### src/hw/rtl/mcd_pkg.sv
// ----------------------------------------------------------------------------
// mcd_pkg
// Shared types and constants for the multi-click / long-press detector.
// ----------------------------------------------------------------------------
package mcd_pkg;

    // Defaults for top-level parameters
    localparam int MAX_OUTPUTS_DEF = 16;
    localparam int TIME_BITS_DEF   = 16;

    // Field and register widths
    localparam int TIMEOUT_W   = 16;
    localparam int OUTPUTS_W   = 5;
    localparam int INDEX_W     = 4;
    localparam int COUNT_W     = 8;
    localparam int CFG_IDX_W   = 4;
    localparam int CFG_DATA_W  = 16;
    // Compare domain for output counts: holds up to 511 outputs
    localparam int OUTS_CMP_W  = 9;

    // Reset values of the configuration registers
    localparam logic [TIMEOUT_W-1:0] TIMEOUT_RST = TIMEOUT_W'(1000);
    localparam logic [OUTPUTS_W-1:0] OUTPUTS_RST = OUTPUTS_W'(2);

    // Configuration register indexes
    localparam logic [CFG_IDX_W-1:0] REG_TIMEOUT = CFG_IDX_W'(0);
    localparam logic [CFG_IDX_W-1:0] REG_OUTPUTS = CFG_IDX_W'(1);

    // Input command codes
    localparam logic CMD_SAMPLE = 1'b0;
    localparam logic CMD_TICK   = 1'b1;

    // Configuration seen by the core
    typedef struct packed {
        logic [TIMEOUT_W-1:0] timeout_ticks;
        logic [OUTPUTS_W-1:0] outputs_in_use;
    } cfg_t;

    // One result produced by the core
    typedef struct packed {
        logic               valid;
        logic [INDEX_W-1:0] index;
        logic               value;
    } result_t;

endpackage

### src/hw/rtl/mcd_cfg_regs.sv
// ----------------------------------------------------------------------------
// mcd_cfg_regs
// Configuration register file: window timeout and number of outputs.
// ----------------------------------------------------------------------------
module mcd_cfg_regs
    import mcd_pkg::*;
(
    input  logic                  aclk,
    input  logic                  aresetn,
    input  logic                  cfg_valid,
    output logic                  cfg_ready,
    input  logic [CFG_IDX_W-1:0]  cfg_index,
    input  logic [CFG_DATA_W-1:0] cfg_data,
    output cfg_t                  cfg
);

    logic [TIMEOUT_W-1:0] timeout_reg, timeout_next;
    logic [OUTPUTS_W-1:0] outputs_reg, outputs_next;

    assign cfg_ready = 1'b1;

    always_comb begin
        timeout_next = timeout_reg;
        outputs_next = outputs_reg;
        if (cfg_valid) begin
            if (cfg_index == REG_TIMEOUT) begin
                timeout_next = cfg_data[TIMEOUT_W-1:0];
            end else if (cfg_index == REG_OUTPUTS) begin
                outputs_next = cfg_data[OUTPUTS_W-1:0];
            end
        end
    end

    always_ff @(posedge aclk) begin
        if (!aresetn) begin
            timeout_reg <= TIMEOUT_RST;
            outputs_reg <= OUTPUTS_RST;
        end else begin
            timeout_reg <= timeout_next;
            outputs_reg <= outputs_next;
        end
    end

    assign cfg.timeout_ticks  = timeout_reg;
    assign cfg.outputs_in_use = outputs_reg;

endmodule

### src/hw/rtl/mcd_core.sv
// ----------------------------------------------------------------------------
// mcd_core
// Button state, click counting and window timing; decides at most one result per item.
// ----------------------------------------------------------------------------
module mcd_core
    import mcd_pkg::*;
#(
    parameter int MAX_OUTPUTS = MAX_OUTPUTS_DEF,
    parameter int TIME_BITS   = TIME_BITS_DEF
) (
    input  logic    aclk,
    input  logic    aresetn,
    input  logic    item_valid,
    input  logic    command,
    input  logic    pressed,
    input  cfg_t    cfg,
    output result_t result
);

    localparam int LIM_W = (TIME_BITS > TIMEOUT_W) ? TIME_BITS : TIMEOUT_W;
    localparam logic [TIME_BITS-1:0]  TIME_MAX = {TIME_BITS{1'b1}};
    localparam logic [LIM_W-1:0]      TIME_MAX_L = LIM_W'(TIME_MAX);
    localparam logic [OUTS_CMP_W-1:0] NOUT_MAX = OUTS_CMP_W'(MAX_OUTPUTS);
    localparam logic [OUTS_CMP_W-1:0] NOUT_TWO = OUTS_CMP_W'(2);
    localparam logic [COUNT_W-1:0]    COUNT_MAX = {COUNT_W{1'b1}};

    logic                 held_reg, held_next;
    logic                 long_held_reg, long_held_next;
    logic                 window_open_reg, window_open_next;
    logic [COUNT_W-1:0]   press_count_reg, press_count_next;
    logic [TIME_BITS-1:0] elapsed_reg, elapsed_next;

    logic [OUTS_CMP_W-1:0] outs_wide;
    logic [OUTS_CMP_W-1:0] nout;
    logic [OUTS_CMP_W-1:0] count_wide;
    logic [OUTS_CMP_W-1:0] click_idx;
    logic [LIM_W-1:0]      limit;
    logic [LIM_W-1:0]      timeout_wide;
    logic [TIME_BITS-1:0]  elapsed_inc;

    // Clamp the output count to 1..MAX_OUTPUTS
    always_comb begin
        outs_wide = OUTS_CMP_W'(cfg.outputs_in_use);
        if (outs_wide == '0) begin
            nout = OUTS_CMP_W'(1);
        end else if (outs_wide > NOUT_MAX) begin
            nout = NOUT_MAX;
        end else begin
            nout = outs_wide;
        end
    end

    // Window limit: zero acts as one tick, saturate at the counter maximum
    always_comb begin
        timeout_wide = LIM_W'(cfg.timeout_ticks);
        if (timeout_wide == '0) begin
            limit = LIM_W'(1);
        end else if (timeout_wide > TIME_MAX_L) begin
            limit = TIME_MAX_L;
        end else begin
            limit = timeout_wide;
        end
    end

    assign elapsed_inc = (elapsed_reg < TIME_MAX) ? elapsed_reg + TIME_BITS'(1) : elapsed_reg;
    assign count_wide  = OUTS_CMP_W'(press_count_reg);
    assign click_idx   = (count_wide >= nout) ? nout - OUTS_CMP_W'(1) : count_wide;

    always_comb begin
        held_next        = held_reg;
        long_held_next   = long_held_reg;
        window_open_next = window_open_reg;
        press_count_next = press_count_reg;
        elapsed_next     = elapsed_reg;
        result           = '0;
        if (item_valid) begin
            if (command == CMD_SAMPLE) begin
                if (pressed) begin
                    held_next    = 1'b1;
                    elapsed_next = '0;
                    if (!window_open_reg) begin
                        window_open_next = 1'b1;
                        press_count_next = COUNT_W'(1);
                    end else if (press_count_reg != COUNT_MAX) begin
                        press_count_next = press_count_reg + COUNT_W'(1);
                    end
                end else if (held_reg) begin
                    held_next = 1'b0;
                    if (long_held_reg) begin
                        long_held_next = 1'b0;
                        result.valid   = 1'b1;
                        result.index   = '0;
                        result.value   = 1'b0;
                    end else if (nout == NOUT_TWO) begin
                        result.valid = 1'b1;
                        result.index = INDEX_W'(1);
                        result.value = 1'b1;
                    end
                end
            end else if (window_open_reg) begin
                elapsed_next = elapsed_inc;
                if (LIM_W'(elapsed_inc) >= limit) begin
                    window_open_next = 1'b0;
                    elapsed_next     = '0;
                    if (held_reg) begin
                        long_held_next = 1'b1;
                    end
                    result.index = held_reg ? '0 : click_idx[INDEX_W-1:0];
                    result.value = 1'b1;
                    result.valid = held_reg || long_held_reg || (nout > NOUT_TWO);
                end
            end
        end
    end

    always_ff @(posedge aclk) begin
        if (!aresetn) begin
            held_reg        <= 1'b0;
            long_held_reg   <= 1'b0;
            window_open_reg <= 1'b0;
            press_count_reg <= '0;
            elapsed_reg     <= '0;
        end else begin
            held_reg        <= held_next;
            long_held_reg   <= long_held_next;
            window_open_reg <= window_open_next;
            press_count_reg <= press_count_next;
            elapsed_reg     <= elapsed_next;
        end
    end

    // A long press can only be marked while the button is down
    a_long_implies_held: assert property (@(posedge aclk) disable iff (!aresetn)
        long_held_reg |-> held_reg)
        else $error("long press marked while button released");

    // The tick counter rests at zero whenever no window is open
    a_idle_elapsed_zero: assert property (@(posedge aclk) disable iff (!aresetn)
        !window_open_reg |-> (elapsed_reg == '0))
        else $error("tick counter running with window closed");

    // An open window has counted at least one press
    a_open_has_press: assert property (@(posedge aclk) disable iff (!aresetn)
        window_open_reg |-> (press_count_reg != '0))
        else $error("window open with no press counted");

endmodule

### src/hw/rtl/mcd_out_fifo.sv
// ----------------------------------------------------------------------------
// mcd_out_fifo
// Two-entry result buffer; decouples the core from result backpressure.
// ----------------------------------------------------------------------------
module mcd_out_fifo
    import mcd_pkg::*;
(
    input  logic               aclk,
    input  logic               aresetn,
    input  logic               push,
    input  logic [INDEX_W-1:0] push_index,
    input  logic               push_value,
    output logic               room,
    output logic               m_valid,
    input  logic               m_ready,
    output logic [INDEX_W-1:0] m_out_index,
    output logic               m_out_value
);

    localparam int DEPTH = 2;

    logic [INDEX_W-1:0] index_reg [DEPTH];
    logic               value_reg [DEPTH];
    logic               wr_ptr_reg, wr_ptr_next;
    logic               rd_ptr_reg, rd_ptr_next;
    logic [1:0]         count_reg, count_next;
    logic               pop;

    assign room        = (count_reg != 2'(DEPTH));
    assign m_valid     = (count_reg != '0);
    assign pop         = m_valid && m_ready;
    assign m_out_index = index_reg[rd_ptr_reg];
    assign m_out_value = value_reg[rd_ptr_reg];

    always_comb begin
        wr_ptr_next = push ? ~wr_ptr_reg : wr_ptr_reg;
        rd_ptr_next = pop ? ~rd_ptr_reg : rd_ptr_reg;
        count_next  = count_reg;
        if (push && !pop) begin
            count_next = count_reg + 2'd1;
        end else if (pop && !push) begin
            count_next = count_reg - 2'd1;
        end
    end

    always_ff @(posedge aclk) begin
        if (!aresetn) begin
            wr_ptr_reg <= 1'b0;
            rd_ptr_reg <= 1'b0;
            count_reg  <= '0;
        end else begin
            wr_ptr_reg <= wr_ptr_next;
            rd_ptr_reg <= rd_ptr_next;
            count_reg  <= count_next;
        end
    end

    always_ff @(posedge aclk) begin
        if (push) begin
            index_reg[wr_ptr_reg] <= push_index;
            value_reg[wr_ptr_reg] <= push_value;
        end
    end

endmodule

### src/hw/rtl/multi_click_long_press_detector.sv
// ----------------------------------------------------------------------------
// multi_click_long_press_detector
// Counts button clicks inside a timed window and flags long presses.
// ----------------------------------------------------------------------------
// Path: an accepted beat is registered in the input register; the core decision
//   for it is written into the result buffer once there is room, then m_valid rises.
// Throughput: one input beat per cycle, as the core updates on every held beat;
//   s_ready stays high while the result side takes every beat, and drops
//   while the two-entry result buffer is full and a beat is held.
// Reset: aresetn is synchronous, active low; clears button and window state,
//   empties the buffer and loads timeout 1000 ticks and two outputs.
// ----------------------------------------------------------------------------
module multi_click_long_press_detector
    import mcd_pkg::*;
#(
    parameter int MAX_OUTPUTS = MAX_OUTPUTS_DEF,
    parameter int TIME_BITS   = TIME_BITS_DEF
) (
    input  logic                  aclk,
    input  logic                  aresetn,
    // Configuration write channel
    input  logic                  cfg_valid,
    output logic                  cfg_ready,
    input  logic [CFG_IDX_W-1:0]  cfg_index,
    input  logic [CFG_DATA_W-1:0] cfg_data,
    // Input channel: button sample or time tick
    input  logic                  s_valid,
    output logic                  s_ready,
    input  logic                  s_command,
    input  logic                  s_pressed,
    // Result channel
    output logic                  m_valid,
    input  logic                  m_ready,
    output logic [INDEX_W-1:0]    m_out_index,
    output logic                  m_out_value
);

    cfg_t    cfg;
    result_t result;

    // Input register: holds one accepted beat until the core consumes it
    logic in_valid_reg, in_valid_next;
    logic in_command_reg;
    logic in_pressed_reg;

    logic room;
    logic consume;
    logic s_accept;

    // Consume the held beat whenever the buffer can take a possible result
    assign consume  = in_valid_reg && room;
    // Take a new beat when the input register is empty or drains this cycle
    assign s_ready  = !in_valid_reg || consume;
    assign s_accept = s_valid && s_ready;

    always_comb begin
        in_valid_next = in_valid_reg;
        if (s_accept) begin
            in_valid_next = 1'b1;
        end else if (consume) begin
            in_valid_next = 1'b0;
        end
    end

    always_ff @(posedge aclk) begin
        if (!aresetn) begin
            in_valid_reg <= 1'b0;
        end else begin
            in_valid_reg <= in_valid_next;
        end
    end

    // Payload needs no reset; load on every accepted beat
    always_ff @(posedge aclk) begin
        if (s_accept) begin
            in_command_reg <= s_command;
            in_pressed_reg <= s_pressed;
        end
    end

    mcd_cfg_regs u_cfg (
        .aclk      (aclk),
        .aresetn   (aresetn),
        .cfg_valid (cfg_valid),
        .cfg_ready (cfg_ready),
        .cfg_index (cfg_index),
        .cfg_data  (cfg_data),
        .cfg       (cfg)
    );

    // Decide the result of the held beat and advance button state
    mcd_core #(
        .MAX_OUTPUTS (MAX_OUTPUTS),
        .TIME_BITS   (TIME_BITS)
    ) u_core (
        .aclk       (aclk),
        .aresetn    (aresetn),
        .item_valid (consume),
        .command    (in_command_reg),
        .pressed    (in_pressed_reg),
        .cfg        (cfg),
        .result     (result)
    );

    // Buffer results; drop nothing, the core only runs when there is room
    mcd_out_fifo u_out (
        .aclk        (aclk),
        .aresetn     (aresetn),
        .push        (result.valid),
        .push_index  (result.index),
        .push_value  (result.value),
        .room        (room),
        .m_valid     (m_valid),
        .m_ready     (m_ready),
        .m_out_index (m_out_index),
        .m_out_value (m_out_value)
    );

    // A result is only produced for a beat that is being consumed
    a_result_needs_beat: assert property (@(posedge aclk) disable iff (!aresetn)
        result.valid |-> (in_valid_reg && room))
        else $error("result produced without a consumed beat");

    // A held beat that cannot drain blocks new input
    a_block_when_full: assert property (@(posedge aclk) disable iff (!aresetn)
        (in_valid_reg && !room) |-> !s_ready)
        else $error("input accepted while held beat is blocked");

    // A consumed beat with no new accept leaves the input register empty
    a_drain_clears: assert property (@(posedge aclk) disable iff (!aresetn)
        (consume && !s_accept) |=> !in_valid_reg)
        else $error("input register not cleared after consume");

endmodule

### config.mk
export PLATFORM = sky130hd
export DESIGN_NAME = multi_click_long_press_detector
export DESIGN_NICKNAME = d
export VERILOG_FILES = /design/src/hw/rtl/mcd_pkg.sv /design/src/hw/rtl/mcd_cfg_regs.sv /design/src/hw/rtl/mcd_core.sv /design/src/hw/rtl/mcd_out_fifo.sv /design/src/hw/rtl/multi_click_long_press_detector.sv
export SDC_FILE = /design/constraint.sdc
export NUM_CORES = 1
export LEC_CHECK = 0
export ABC_AREA = 1
export BUFFER_PORTS_ARGS = -buffer_cell sky130_fd_sc_hd__buf_4
export CORE_MARGIN = 5
export CORE_UTILIZATION = 50
export DETAILED_ROUTE_END_ITERATION = 10
export GPL_TIMING_DRIVEN = 0
export PLACE_DENSITY = 0.68
export SYNTH_ARGS = -nofsm -noshare
export SYNTH_HDL_FRONTEND = slang
export SYNTH_SLANG_ARGS = --single-unit
### constraint.sdc
create_clock -name aclk -period 4.9 [get_ports aclk]
set_clock_uncertainty 0.05 [all_clocks]
set_input_delay 0 -clock aclk [delete_from_list [all_inputs] [get_ports aclk]]
set_output_delay 0 -clock aclk [all_outputs]
set_load 0.1 [all_outputs]
==> results of run 1 <==
## worst paths after layout
check | cells past startpoint | slack (ns) | endpoint | startpoint
max | 22 | 1.10 | u_out.count_reg[1]$_SDFFE_PN0P_ | u_core.elapsed_reg[0]$_SDFFE_PN0P_
min | 4 | 0.03 | u_cfg.timeout_reg[5]$_SDFFE_PN1P_ | cfg_index[0]
max reg2reg | 22 | 1.10 | u_out.count_reg[1]$_SDFFE_PN0P_ | u_core.elapsed_reg[0]$_SDFFE_PN0P_
min reg2reg | 2 | 0.45 | u_cfg.timeout_reg[1]$_SDFFE_PN0P_ | u_cfg.timeout_reg[1]$_SDFFE_PN0P_
## metal layers
| metal | routed length [microns] | share of wire (%) | global-route usage, % |
|---|---|---|---|
| met5 | 0 | 0 | 0 |
| met4 | 170 | 1.9 | 7.35 |
| met3 | 409 | 4.5 | 3.21 |
| met2 | 4200 | 46 | 32.8 |
| met1 | 4380 | 48 | 27.3 |
## power breakdown
part           leakage (nW)  internal (mW)  switching [mW]
clock                 0.104          0.238           0.227
combinational          1.38         0.0835           0.148
sequential            0.568          0.572          0.0198
## layout make-up
class                   count  area [sq um]  share of cell area (%)
plain buffers              14          80.1                    1.71
clock buffers               9           124                    2.65
clock inverters             7          75.1                    1.61
inverters                  63           236                    5.06
multi-input cells         358          2120                    45.4
flip-flops and latches     66          1440                    30.8
well taps                 102           128                    2.73
repair buffers             55           468                    10.0
## worst max-delay path, cell delays in order (launching register included)
cell     delay (ns)
dfxtp_1        0.44
ha_1           0.30
nand2_1        0.12
nor2_2         0.15
nand2_1        0.14
nor2_4         0.17
inv_2          0.09
buf_12         0.17
nand2_4        0.09
ha_1           0.26
a21oi_1        0.16
o21ai_0        0.10
a21oi_1        0.16
nand2_2        0.15
nand2_1        0.11
nand2_1        0.11
nand2_1        0.11
inv_1          0.05
ha_1           0.29
a21oi_1        0.13
o21ai_0        0.12
o21ai_0        0.15
a21oi_1        0.05
## cells by family after synthesis
kind of cell             synth area share, %
XOR/XNOR                                3.61
multiplexers                            1.45
AND/OR/NAND/NOR                         23.8
buffers and inverters                   8.15
adder cells (fa/ha/maj)                 8.38
AO/OA/AOI/OAI                           17.3
flip-flops                              37.1
other                                 0.0966
## synthesized netlist by cell type, types with 2 or more instances
cell type  number
inv_1          57
nand2_2         6
nor2_1         50
a31oi_1         3
nand3_1        14
a21oi_1        46
inv_2           5
a21oi_2        10
mux2_2          5
clkbuf_1        8
buf_4           2
ha_1           26
o21ai_0        54
nor2_4          2
edfxtp_1       12
dfxtp_1        54
nand2_1        76
nand2_4        10
nand4_1        11
xnor2_1         2
buf_2           2
nor3_1         12
xor2_1         14
## through the flow
| step | power (mW) | hold slack, ns | setup slack, ns |
|---|---|---|---|
| 6_report | 1.29 | 0.0255 | 1.10 |
| 2_1_floorplan | 0.758 | 0.0489 | 1.73 |
| 5_1_grt | 1.35 | 0.0913 | 0.765 |
| 3_5_place_dp | 0.820 | 0.142 | 1.21 |
| 4_1_cts | 1.30 | 0.00575 | 1.15 |
| 3_3_place_gp | 0.815 | 0.140 | 1.27 |
## repair_timing
action	in CTS	in global routing
hold buffers	22	0
hold endpoints to repair	32	0
endpoints found under the setup margin	0	0
==> summary.txt, run 1 <==
Run status
  – Status: finished clean

STA
  – Final setup TNS: 0 ns
  – Fin. Hold Viols: 0
  – Peak Freq: 0.263 GHz
  – RSZ-0062 raised after global routing: false
  – Minimum clock period: 3.80 ns
  – Final setup vio count: 0
  – Max-slew violation count: 0
  – Slew @ Worst Pin: 0.718 ns
  – Rel. slew slack: 51.6%
  – Period utilisation layout: 77.6%

Die
  – Die height: 98.1 microns
  – FP Rows: 32
  – Die ar.: 9630 sq um
  – Starting Density: 50.8%
  – # IOs: 35
  – DIE WIDTH: 98.1 microns
  – Core Area: 7650 sq um

Placed design
  – Port bufs: 33
  – Placed cell area: 4260 sq um
  – Placed cell count: 636
  – DP Wirelength: 6930 microns
  – Routability cong.: 0.956

Clock tree
  – Clock Root Buffer: clkbuf_8
  – Setup bufs post-CTS: 0
  – Htree depth: 3
  – CTS tree: done
  – Clock-pin slew on the worst setup and hold paths: 0.08 ns
  – Clock Latency Late Sink: 0.35 ns
  – Post-CTS sizing: 0
  – CTS Buf Count: 9
  – Max Buffers Root-to-Sink: 2
  – Clk sinks: 66

Route
  – DR WL/cell: 13.6 microns
  – DRT Wirelength: 9160 microns
  – Number of DRC violations after detailed-routing iteration 0: 215
  – DR vias/cell: 5.21
  – Final ANT Viol Nets: 0
  – DRC viols: 0
  – Detailed-router iteration count before antenna repair: 4
  – Routed via count: 3,513

Finish
  – Fin cells: 674
  – Fillers: 693
  – Antenna cells: 0
  – Fin util: 61.2%
  – Final nets: 620
  – Design Area, Final: 4680 sq um
  – Commonest non-fill, non-tap cell in the layout: nand2_1
  – Layout cells sized above 1: 17.7%
  – Most used cells in the layout excluding fill and tap cells: nand2_1 (76), inv_1 (57), o21ai_0 (54), dfxtp_1 (54), nor2_1 (50)
  – Layout overhead on the synthesized area: 20.5%

Hold path
  – Hold WC Path Type: in2reg

Synthesis
  – Area contributors post-synth: dfxtp_1 (28%), edfxtp_1 (9.3%), ha_1 (8.4%), nand2_1 (7.3%), o21ai_0 (7.0%)
  – Sequential area share after synthesis: 37.1%
  – Area leader, netlist: dfxtp_1
  – Synthesized area: 3880 sq um
  – Cells after synthesis: 501
  – Syn Area/Cell: 7.75 sq um
  – Main synth FF type: dfxtp_1
  – Asr flop ratio synth: 0%
  – Synth top area share: 27.8%
  – Syn nets: 554
  – Synth Register Bits: 66
  – Synth unique cells: 43
  – EDFF count, synth: 12
  – Yosys warns: 0

Worst setup path
  – Worst Setup Start Kind: flip-flop
  – CP required: 5.09 ns
  – Critical path class: reg2reg
  – Worst setup EP type: flip-flop
  – Arrival time at the worst endpoint: 3.99 ns
  – Critical path peak fanout: 10

Pwr
  – Power Density: 275 nW/um^2
  – Pleak: 2.05 nW
  – Peak VDD IR: 0.193 mV

Global routing
  – Pin count of the biggest net entering global routing: 14
  – Overflow left after global routing: 0
  – Vias in the first global route: 3,513
  – Initial antenna violation count: 0
  – First-pass GRT wire length: 15,900 microns
  – Total global-route track usage: 20.3%

Flow run
  – Max capacitance violation total: 0
Note: power is estimated with default switching activity, not from simulation.
==> inputs of run 2 (changes only) <==
==> constraint.sdc (replaced) <==
create_clock -name aclk -period 3.7 [get_ports aclk]
set_clock_uncertainty 0.05 [all_clocks]
set_input_delay 0 -clock aclk [delete_from_list [all_inputs] [get_ports aclk]]
set_output_delay 0 -clock aclk [all_outputs]
set_load 0.1 [all_outputs]
==> run 2 against run 1 <==
Fmax up 11%. Count of clock-buffer cells in the layout unchanged. Register-to-register slack worse by 0.81 ns. Via count up 0.34%. Setup slack worse by 0.81 ns. Non-clock buffer count up 4. Global-route usage up 0.10 points. Routed wire length up 0.28%. Die area unchanged. Combinational power up 39%. Utilization up 0.82 points. Critical path type unchanged. Highest routed layer unchanged.
==> summary.txt, run 2 (synthesis results as in run 1) <==
Run status
  – Status: finished clean (unchanged)

Global routing
  – Pin count of the biggest net entering global routing: 14 (unchanged)
  – Overflow left after global routing: 0 (unchanged)
  – Total global-route track usage: 20.4% (was 20.3%)
  – First-pass GRT wire length: 16,000 microns (was 15,900 microns)
  – Vias in the first global route: 3,529 (was 3,513)
  – Initial antenna violation count: 0 (unchanged)

Pwr
  – Final Total Pwr: 1.72 mW (was 1.29 mW)
  – Power Density: 363 nW/um^2 (was 275 nW/um^2)
  – Pleak: 2.07 nW (was 2.05 nW)
  – Peak VDD IR: 0.261 mV (was 0.193 mV)

Route
  – Number of DRC violations after detailed-routing iteration 0: 180 (was 215)
  – DR vias/cell: 5.20 (was 5.21)
  – DRT Wirelength: 9190 microns (was 9160 microns)
  – DRC viols: 0 (unchanged)
  – Routed via count: 3,525 (was 3,513)
  – Detailed-router iteration count before antenna repair: 4 (unchanged)
  – DR WL/cell: 13.6 microns (about the same)
  – Final ANT Viol Nets: 0 (unchanged)

STA
  – Fin. Hold Viols: 0 (unchanged)
  – Setup WS post-layout: 0.285 ns (was 1.10 ns)
  – Period utilisation layout: 92.3% (was 77.6%)
  – Final setup vio count: 0 (unchanged)
  – Peak Freq: 0.293 GHz (was 0.263 GHz)
  – Max-slew violation count: 0 (unchanged)
  – Rel. slew slack: 51.8% (was 51.6%)
  – RSZ-0062 raised after global routing: false (unchanged)
  – Final setup TNS: 0 ns (unchanged)
  – Minimum clock period: 3.42 ns (was 3.80 ns)
  – Slew @ Worst Pin: 0.715 ns (was 0.718 ns)

Worst setup path
  – Worst Setup Start Kind: flip-flop (unchanged)
  – Worst path bufs/invs: 3 (unchanged)
  – Top delay family on crit path: simple AND/OR/NAND/NOR gates (unchanged)
  – Worst setup EP type: flip-flop (unchanged)
  – Worst R2R Path Depth: 22 (unchanged)
  – Critical path class: reg2reg (unchanged)
  – Reg2reg start: u_core.elapsed_reg[1]$_SDFFE_PN0P_ (was u_core.elapsed_reg[0]$_SDFFE_PN0P_)
  – Critical path depth in cells: 22 (unchanged)
  – Slowest Stage Delay on Critical Path: 0.38 ns (was 0.44 ns)
  – FF-to-FF setup slack: 0.28 ns (was 1.10 ns)
  – CP cell instances: ha_4 > nand2_1 > nor2_4 > nand2_2 > nor2_4 > inv_2 > buf_12 > nand2_4 > ha_1 > a21oi_1 > o21ai_0 > a21oi_1 > nand2_4 > nand2_1 > nand2_1 > nand2_1 > inv_1 > ha_1 > a21oi_1 > o21ai_1 > o21ai_1 > a21oi_1 (was ha_1 > nand2_1 > nor2_2 > nand2_1 > nor2_4 > inv_2 > buf_12 > nand2_4 > ha_1 > a21oi_1 > o21ai_0 > a21oi_1 > nand2_2 > nand2_1 > nand2_1 > nand2_1 > inv_1 > ha_1 > a21oi_1 > o21ai_0 > o21ai_0 > a21oi_1)
  – Reg-to-reg critical path endpoint: u_out.count_reg[1]$_SDFFE_PN0P_ (unchanged)
  – Crit path launch: u_core.elapsed_reg[1]$_SDFFE_PN0P_ (was u_core.elapsed_reg[0]$_SDFFE_PN0P_)
  – Crit-path slowest cell: dfxtp_4 (was dfxtp_1)
  – Critical path peak fanout: 10 (unchanged)
  – CP required: 3.89 ns (was 5.09 ns)
  – Crit path to: u_out.count_reg[1]$_SDFFE_PN0P_ (unchanged)
  – Arrival time at the worst endpoint: 3.61 ns (was 3.99 ns)

Die
  – Die height: 98.1 microns (unchanged)
  – Die ar.: 9630 sq um (unchanged)
  – Starting Density: 50.8% (unchanged)
  – Core Area: 7650 sq um (unchanged)
  – DIE WIDTH: 98.1 microns (unchanged)
  – FP Rows: 32 (unchanged)
  – # IOs: 35 (unchanged)

Finish
  – Antenna cells: 0 (unchanged)
  – Layout cells sized above 1: 18.9% (was 17.7%)
  – Most used cells in the layout excluding fill and tap cells: nand2_1 (75), inv_1 (57), dfxtp_1 (52), o21ai_0 (51), nor2_1 (50) (was nand2_1 (76), inv_1 (57), o21ai_0 (54), dfxtp_1 (54), nor2_1 (50))
  – Fillers: 684 (was 693)
  – Design Area, Final: 4740 sq um (was 4680 sq um)
  – Commonest non-fill, non-tap cell in the layout: nand2_1 (unchanged)
  – Fin util: 62.0% (was 61.2%)
  – Final nets: 624 (was 620)
  – Layout overhead on the synthesized area: 22.1% (was 20.5%)

Placed design
  – Placed cell area: 4260 sq um (unchanged)
  – Dpl ws: 0.0110 ns (was 1.21 ns)
  – Routability cong.: 0.956 (unchanged)
  – DP Wirelength: 6930 microns (unchanged)
  – Port bufs: 33 (unchanged)

Clock tree
  – Clock-pin slew on the worst setup and hold paths: 0.08 ns (about the same)
  – Clock Root Buffer: clkbuf_8 (unchanged)
  – CTS Buf Count: 9 (unchanged)
  – Max Buffers Root-to-Sink: 2 (unchanged)
  – Clock Latency Late Sink: 0.35 ns (about the same)
  – Clk sinks: 66 (unchanged)
  – CTS tree: done (unchanged)
  – Htree depth: 3 (unchanged)

Hold path
  – Hold WC Path Type: in2reg (unchanged)

Flow run
  – Max capacitance violation total: 0 (unchanged)
[run 2: what timing repair did]
action / in CTS / in global routing
buffers inserted: 0 / 4
hold buffers: 22 / 0
endpoints found under the hold margin: 32 / 0
resized for setup: 2 / 10
setup endpoints to repair: 1 / 7
gates cloned: 0 / 0
pin swaps: 0 / 3
[run 2: worst register-to-register path: cells and delay by family (launching register included)]
| kind | cells | cell delay (ns) |
|---|---|---|
| fa+ha+maj | 3 | 0.71 |
| simple gates | 9 | 0.95 |
| flops | 1 | 0.38 |
| buf+inv | 3 | 0.31 |
| compound gates | 7 | 0.91 |
[run 2: layer usage]
metal,up-vias,track usage (%),share of wire [%]
met5,-,0,0
met1,1610,27.3,47
met2,76,33.1,45
met4,0,7.45,1.8
li1,1821,-,-
met3,18,3.21,5.6
[run 2: stage by stage]
step | cells | hold slack [ns]
floorplan | 501 | 0.0489
detailed placement | 636 | 0.142
finish | 678 | 0.0248
global placement | 636 | 0.140
global route | 678 | 0.0913
CTS | 674 | 0.00575
[run 2: how the worst min path moves through the flow]
stage,depth (start not counted),startpoint,to,slack [ns]
after floorplan,0,s_command,in_command_reg$_DFFE_PP_,0.05
after global placement,1,s_command,in_command_reg$_DFFE_PP_,0.14
after detailed placement,1,s_command,in_command_reg$_DFFE_PP_,0.14
after CTS,4,cfg_index[0],u_cfg.timeout_reg[5]$_SDFFE_PN1P_,0.006
after global routing,4,cfg_index[0],u_cfg.timeout_reg[3]$_SDFFE_PN1P_,0.09
final,4,cfg_index[0],u_cfg.timeout_reg[5]$_SDFFE_PN1P_,0.02
[run 2: power breakdown]
part           internal [mW]  switching (mW)  total, mW
clock network          0.316           0.301      0.617
logic                  0.120           0.200      0.321
registers              0.757          0.0262      0.783
[run 2: final cells by class]
| class | instances | area [sq um] | area share (%) |
|---|---|---|---|
| Timing Repair Buffer | 59 | 498 | 10.5 |
| Buffer | 14 | 80.1 | 1.69 |
| Sequential cell | 66 | 1450 | 30.6 |
| Multi-Input combinational cell | 358 | 2150 | 45.4 |
| Tap cell | 102 | 128 | 2.69 |
| Inverter | 63 | 236 | 4.99 |
| Clock inverter | 7 | 75.1 | 1.58 |
| Clock buffer | 9 | 124 | 2.61 |
==> inputs of run 3 (changes only) <==
--- a/config.mk
+++ b/config.mk
@@ -12,6 +12,7 @@
 export DETAILED_ROUTE_END_ITERATION = 10
 export GPL_TIMING_DRIVEN = 0
 export PLACE_DENSITY = 0.68
+export RECOVER_POWER = 100
 export SYNTH_ARGS = -nofsm -noshare
 export SYNTH_HDL_FRONTEND = slang
 export SYNTH_SLANG_ARGS = --single-unit
==> run 3 against run 2 <==
Sequential cell count did not move. Critical path depth decreased by 4. Global-route usage unchanged. Non-clock buffer count did not move. Register-to-register slack is essentially flat. Count of clock-buffer cells in the layout stayed put. Via count up 0.26%. Largest power group unchanged. Highest routed layer unchanged.
==> summary.txt, run 3 (synthesis results as in run 1) <==
Clock tree
  – Htree depth: 3 (unchanged)
  – CTS tree: done (unchanged)
  – Clock Root Buffer: clkbuf_8 (unchanged)
  – Clock Latency Late Sink: 0.35 ns (about the same)
  – CTS Buf Count: 9 (unchanged)
  – Clk sinks: 66 (unchanged)
  – Max Buffers Root-to-Sink: 2 (unchanged)
  – Clock-pin slew on the worst setup and hold paths: 0.08 ns (about the same)

Die
  – Die ar.: 9630 sq um (unchanged)
  – Core Area: 7650 sq um (unchanged)
  – DIE WIDTH: 98.1 microns (unchanged)
  – Die height: 98.1 microns (unchanged)
  – Starting Density: 50.8% (unchanged)
  – FP Rows: 32 (unchanged)
  – # IOs: 35 (unchanged)

Hold path
  – Depth of the worst hold-timing path: 4 (unchanged)
  – Hold WC Path Type: in2reg (unchanged)

Worst setup path
  – Critical path depth in cells: 18 (was 22)
  – Arrival time at the worst endpoint: 3.65 ns (was 3.61 ns)
  – Slowest Stage Delay on Critical Path: 0.44 ns (was 0.38 ns)
  – Top delay family on crit path: simple AND/OR/NAND/NOR gates (unchanged)
  – CP required: 3.93 ns (was 3.89 ns)
  – Worst setup EP type: flip-flop (unchanged)
  – Critical path peak fanout: 10 (unchanged)
  – Worst path bufs/invs: 4 (was 3)
  – CP cell instances: ha_4 > nand2_1 > nor2_4 > nand2_2 > nor2_4 > inv_2 > buf_12 > nand2_4 > ha_1 > a21oi_1 > o21ai_0 > a21oi_1 > nand2_1 > clkbuf_4 > nor2_1 > buf_4 > nand2_1 > a21oi_1 (was ha_4 > nand2_1 > nor2_4 > nand2_2 > nor2_4 > inv_2 > buf_12 > nand2_4 > ha_1 > a21oi_1 > o21ai_0 > a21oi_1 > nand2_4 > nand2_1 > nand2_1 > nand2_1 > inv_1 > ha_1 > a21oi_1 > o21ai_1 > o21ai_1 > a21oi_1)
  – Crit-path slowest cell: nor2_1 (was dfxtp_4)
  – Worst Setup Start Kind: flip-flop (unchanged)
  – Worst R2R Path Depth: 18 (was 22)
  – Critical path class: reg2reg (unchanged)

Pwr
  – Power Density: 365 nW/um^2 (was 363 nW/um^2)
  – Peak VDD IR: 0.259 mV (was 0.261 mV)
  – Pleak: 2.03 nW (was 2.07 nW)

Finish
  – Most used cells in the layout excluding fill and tap cells: nand2_1 (78), inv_1 (58), dfxtp_1 (52), nor2_1 (51), o21ai_0 (51) (was nand2_1 (75), inv_1 (57), dfxtp_1 (52), o21ai_0 (51), nor2_1 (50))
  – Commonest non-fill, non-tap cell in the layout: nand2_1 (unchanged)
  – Layout overhead on the synthesized area: 20.2% (was 22.1%)
  – Final nets: 624 (unchanged)
  – Antenna cells: 0 (unchanged)
  – Layout cells sized above 1: 15.6% (was 18.9%)

STA
  – Final setup vio count: 0 (unchanged)
  – Max-slew violation count: 0 (unchanged)
  – Final setup TNS: 0 ns (unchanged)
  – Minimum clock period: 3.42 ns (about the same)
  – Slew @ Worst Pin: 1.18 ns (was 0.715 ns)
  – Fin. Hold Viols: 0 (unchanged)
  – Setup WS post-layout: 0.275 ns (was 0.285 ns)
  – Rel. slew slack: 22.0% (was 51.8%)
  – RSZ-0062 raised after global routing: false (unchanged)
  – Period utilisation layout: 92.6% (was 92.3%)
  – Peak Freq: 0.292 GHz (was 0.293 GHz)

Global routing
  – Total global-route track usage: 20.4% (unchanged)
  – Initial antenna violation count: 0 (unchanged)
  – Overflow left after global routing: 0 (unchanged)
  – Pin count of the biggest net entering global routing: 14 (unchanged)
  – First-pass GRT wire length: 16,000 microns (unchanged)
  – Vias in the first global route: 3,529 (unchanged)

Route
  – Detailed-router iteration count before antenna repair: 4 (unchanged)
  – DRC viols: 0 (unchanged)
  – Number of DRC violations after detailed-routing iteration 0: 193 (was 180)
  – Routed via count: 3,534 (was 3,525)
  – Final ANT Viol Nets: 0 (unchanged)
  – DRT Wirelength: 9240 microns (was 9190 microns)
  – DR vias/cell: 5.21 (was 5.20)
  – DR WL/cell: 13.6 microns (about the same)

Placed design
  – DP Wirelength: 6930 microns (unchanged)
  – Routability cong.: 0.956 (unchanged)
  – Port bufs: 33 (unchanged)
  – Dpl ws: 0.0110 ns (unchanged)

Run status
  – Status: finished clean (unchanged)

Flow run
  – Max capacitance violation total: 0 (unchanged)
==> run 3: cell count changes in the layout (fill, tap and decap cells not counted), moves of 2 or more <==
| cell | previous run | this run |
|---|---|---|
| nand2_1 | 75 | 78 |
| nand2_2 | 6 | 4 |
| a21oi_2 | 10 | 6 |
| clkbuf_4 | 0 | 4 |
| clkbuf_1 | 8 | 17 |
| buf_4 | 39 | 26 |
| a21oi_1 | 46 | 50 |
==> run 3: metrics by stage <==
step           std cells  area [sq um]  power [mW]  hold slack (ns)  utilization (%)
3_3_place_gp         636          4260        1.08            0.140             55.7
4_1_cts              674          4680        1.72          0.00575             61.2
3_5_place_dp         636          4260        1.09            0.142             55.7
6_report             678          4670        1.71           0.0232             61.0
2_1_floorplan        501          3880        1.00           0.0489                -
5_1_grt              678          4670        1.79           0.0913             61.0
==> run 3: final timing paths <==
kind,slack (ns),end,startpoint
setup / recovery,0.28,u_core.elapsed_reg[2]$_SDFFE_PN0P_,u_core.elapsed_reg[1]$_SDFFE_PN0P_
hold / removal,0.02,u_cfg.timeout_reg[5]$_SDFFE_PN1P_,cfg_index[0]
hold reg to reg,0.45,u_cfg.timeout_reg[1]$_SDFFE_PN0P_,u_cfg.timeout_reg[1]$_SDFFE_PN0P_
setup reg to reg,0.28,u_core.elapsed_reg[2]$_SDFFE_PN0P_,u_core.elapsed_reg[1]$_SDFFE_PN0P_
==> run 3: timing repair <==
action / in CTS / in global routing
resized for setup: 2 / 10
setup buffers: 0 / 4
hold endpoints to repair: 32 / 0
setup endpoints to repair: 1 / 7
hold buffers: 22 / 0
pin swaps: 0 / 3
==> run 3: layout make-up <==
| type | instances | area [sq um] |
|---|---|---|
| timing repair buffer | 59 | 464 |
| sequential | 66 | 1450 |
| clock inverter | 7 | 75.1 |
| buffer | 14 | 80.1 |
| multi-input combinational | 358 | 2110 |
| inverter | 63 | 236 |
| clock buffer | 9 | 124 |
| tap | 102 | 128 |
| fill | 705 | 2980 |
==> run 3: per-layer routing <==
metal	vias up	global-route usage (%)	share of wire [%]
met4	0	7.45	1.8
met3	17	3.21	5.1
li1	1824	-	-
met5	-	0	0
met2	73	33.1	46
met1	1620	27.3	47
==> run 3: report_power, final <==
group          switching [mW]  total, mW  internal (mW)
clock                   0.302      0.617          0.316
sequential             0.0261      0.783          0.757
combinational           0.196      0.305          0.109
==> run 3: tightest hold or removal path, cell delays in order <==
cell,delay [ns]
buf_4,0.08
nor2_1,0.07
a21oi_1,0.13
o21ai_0,0.08
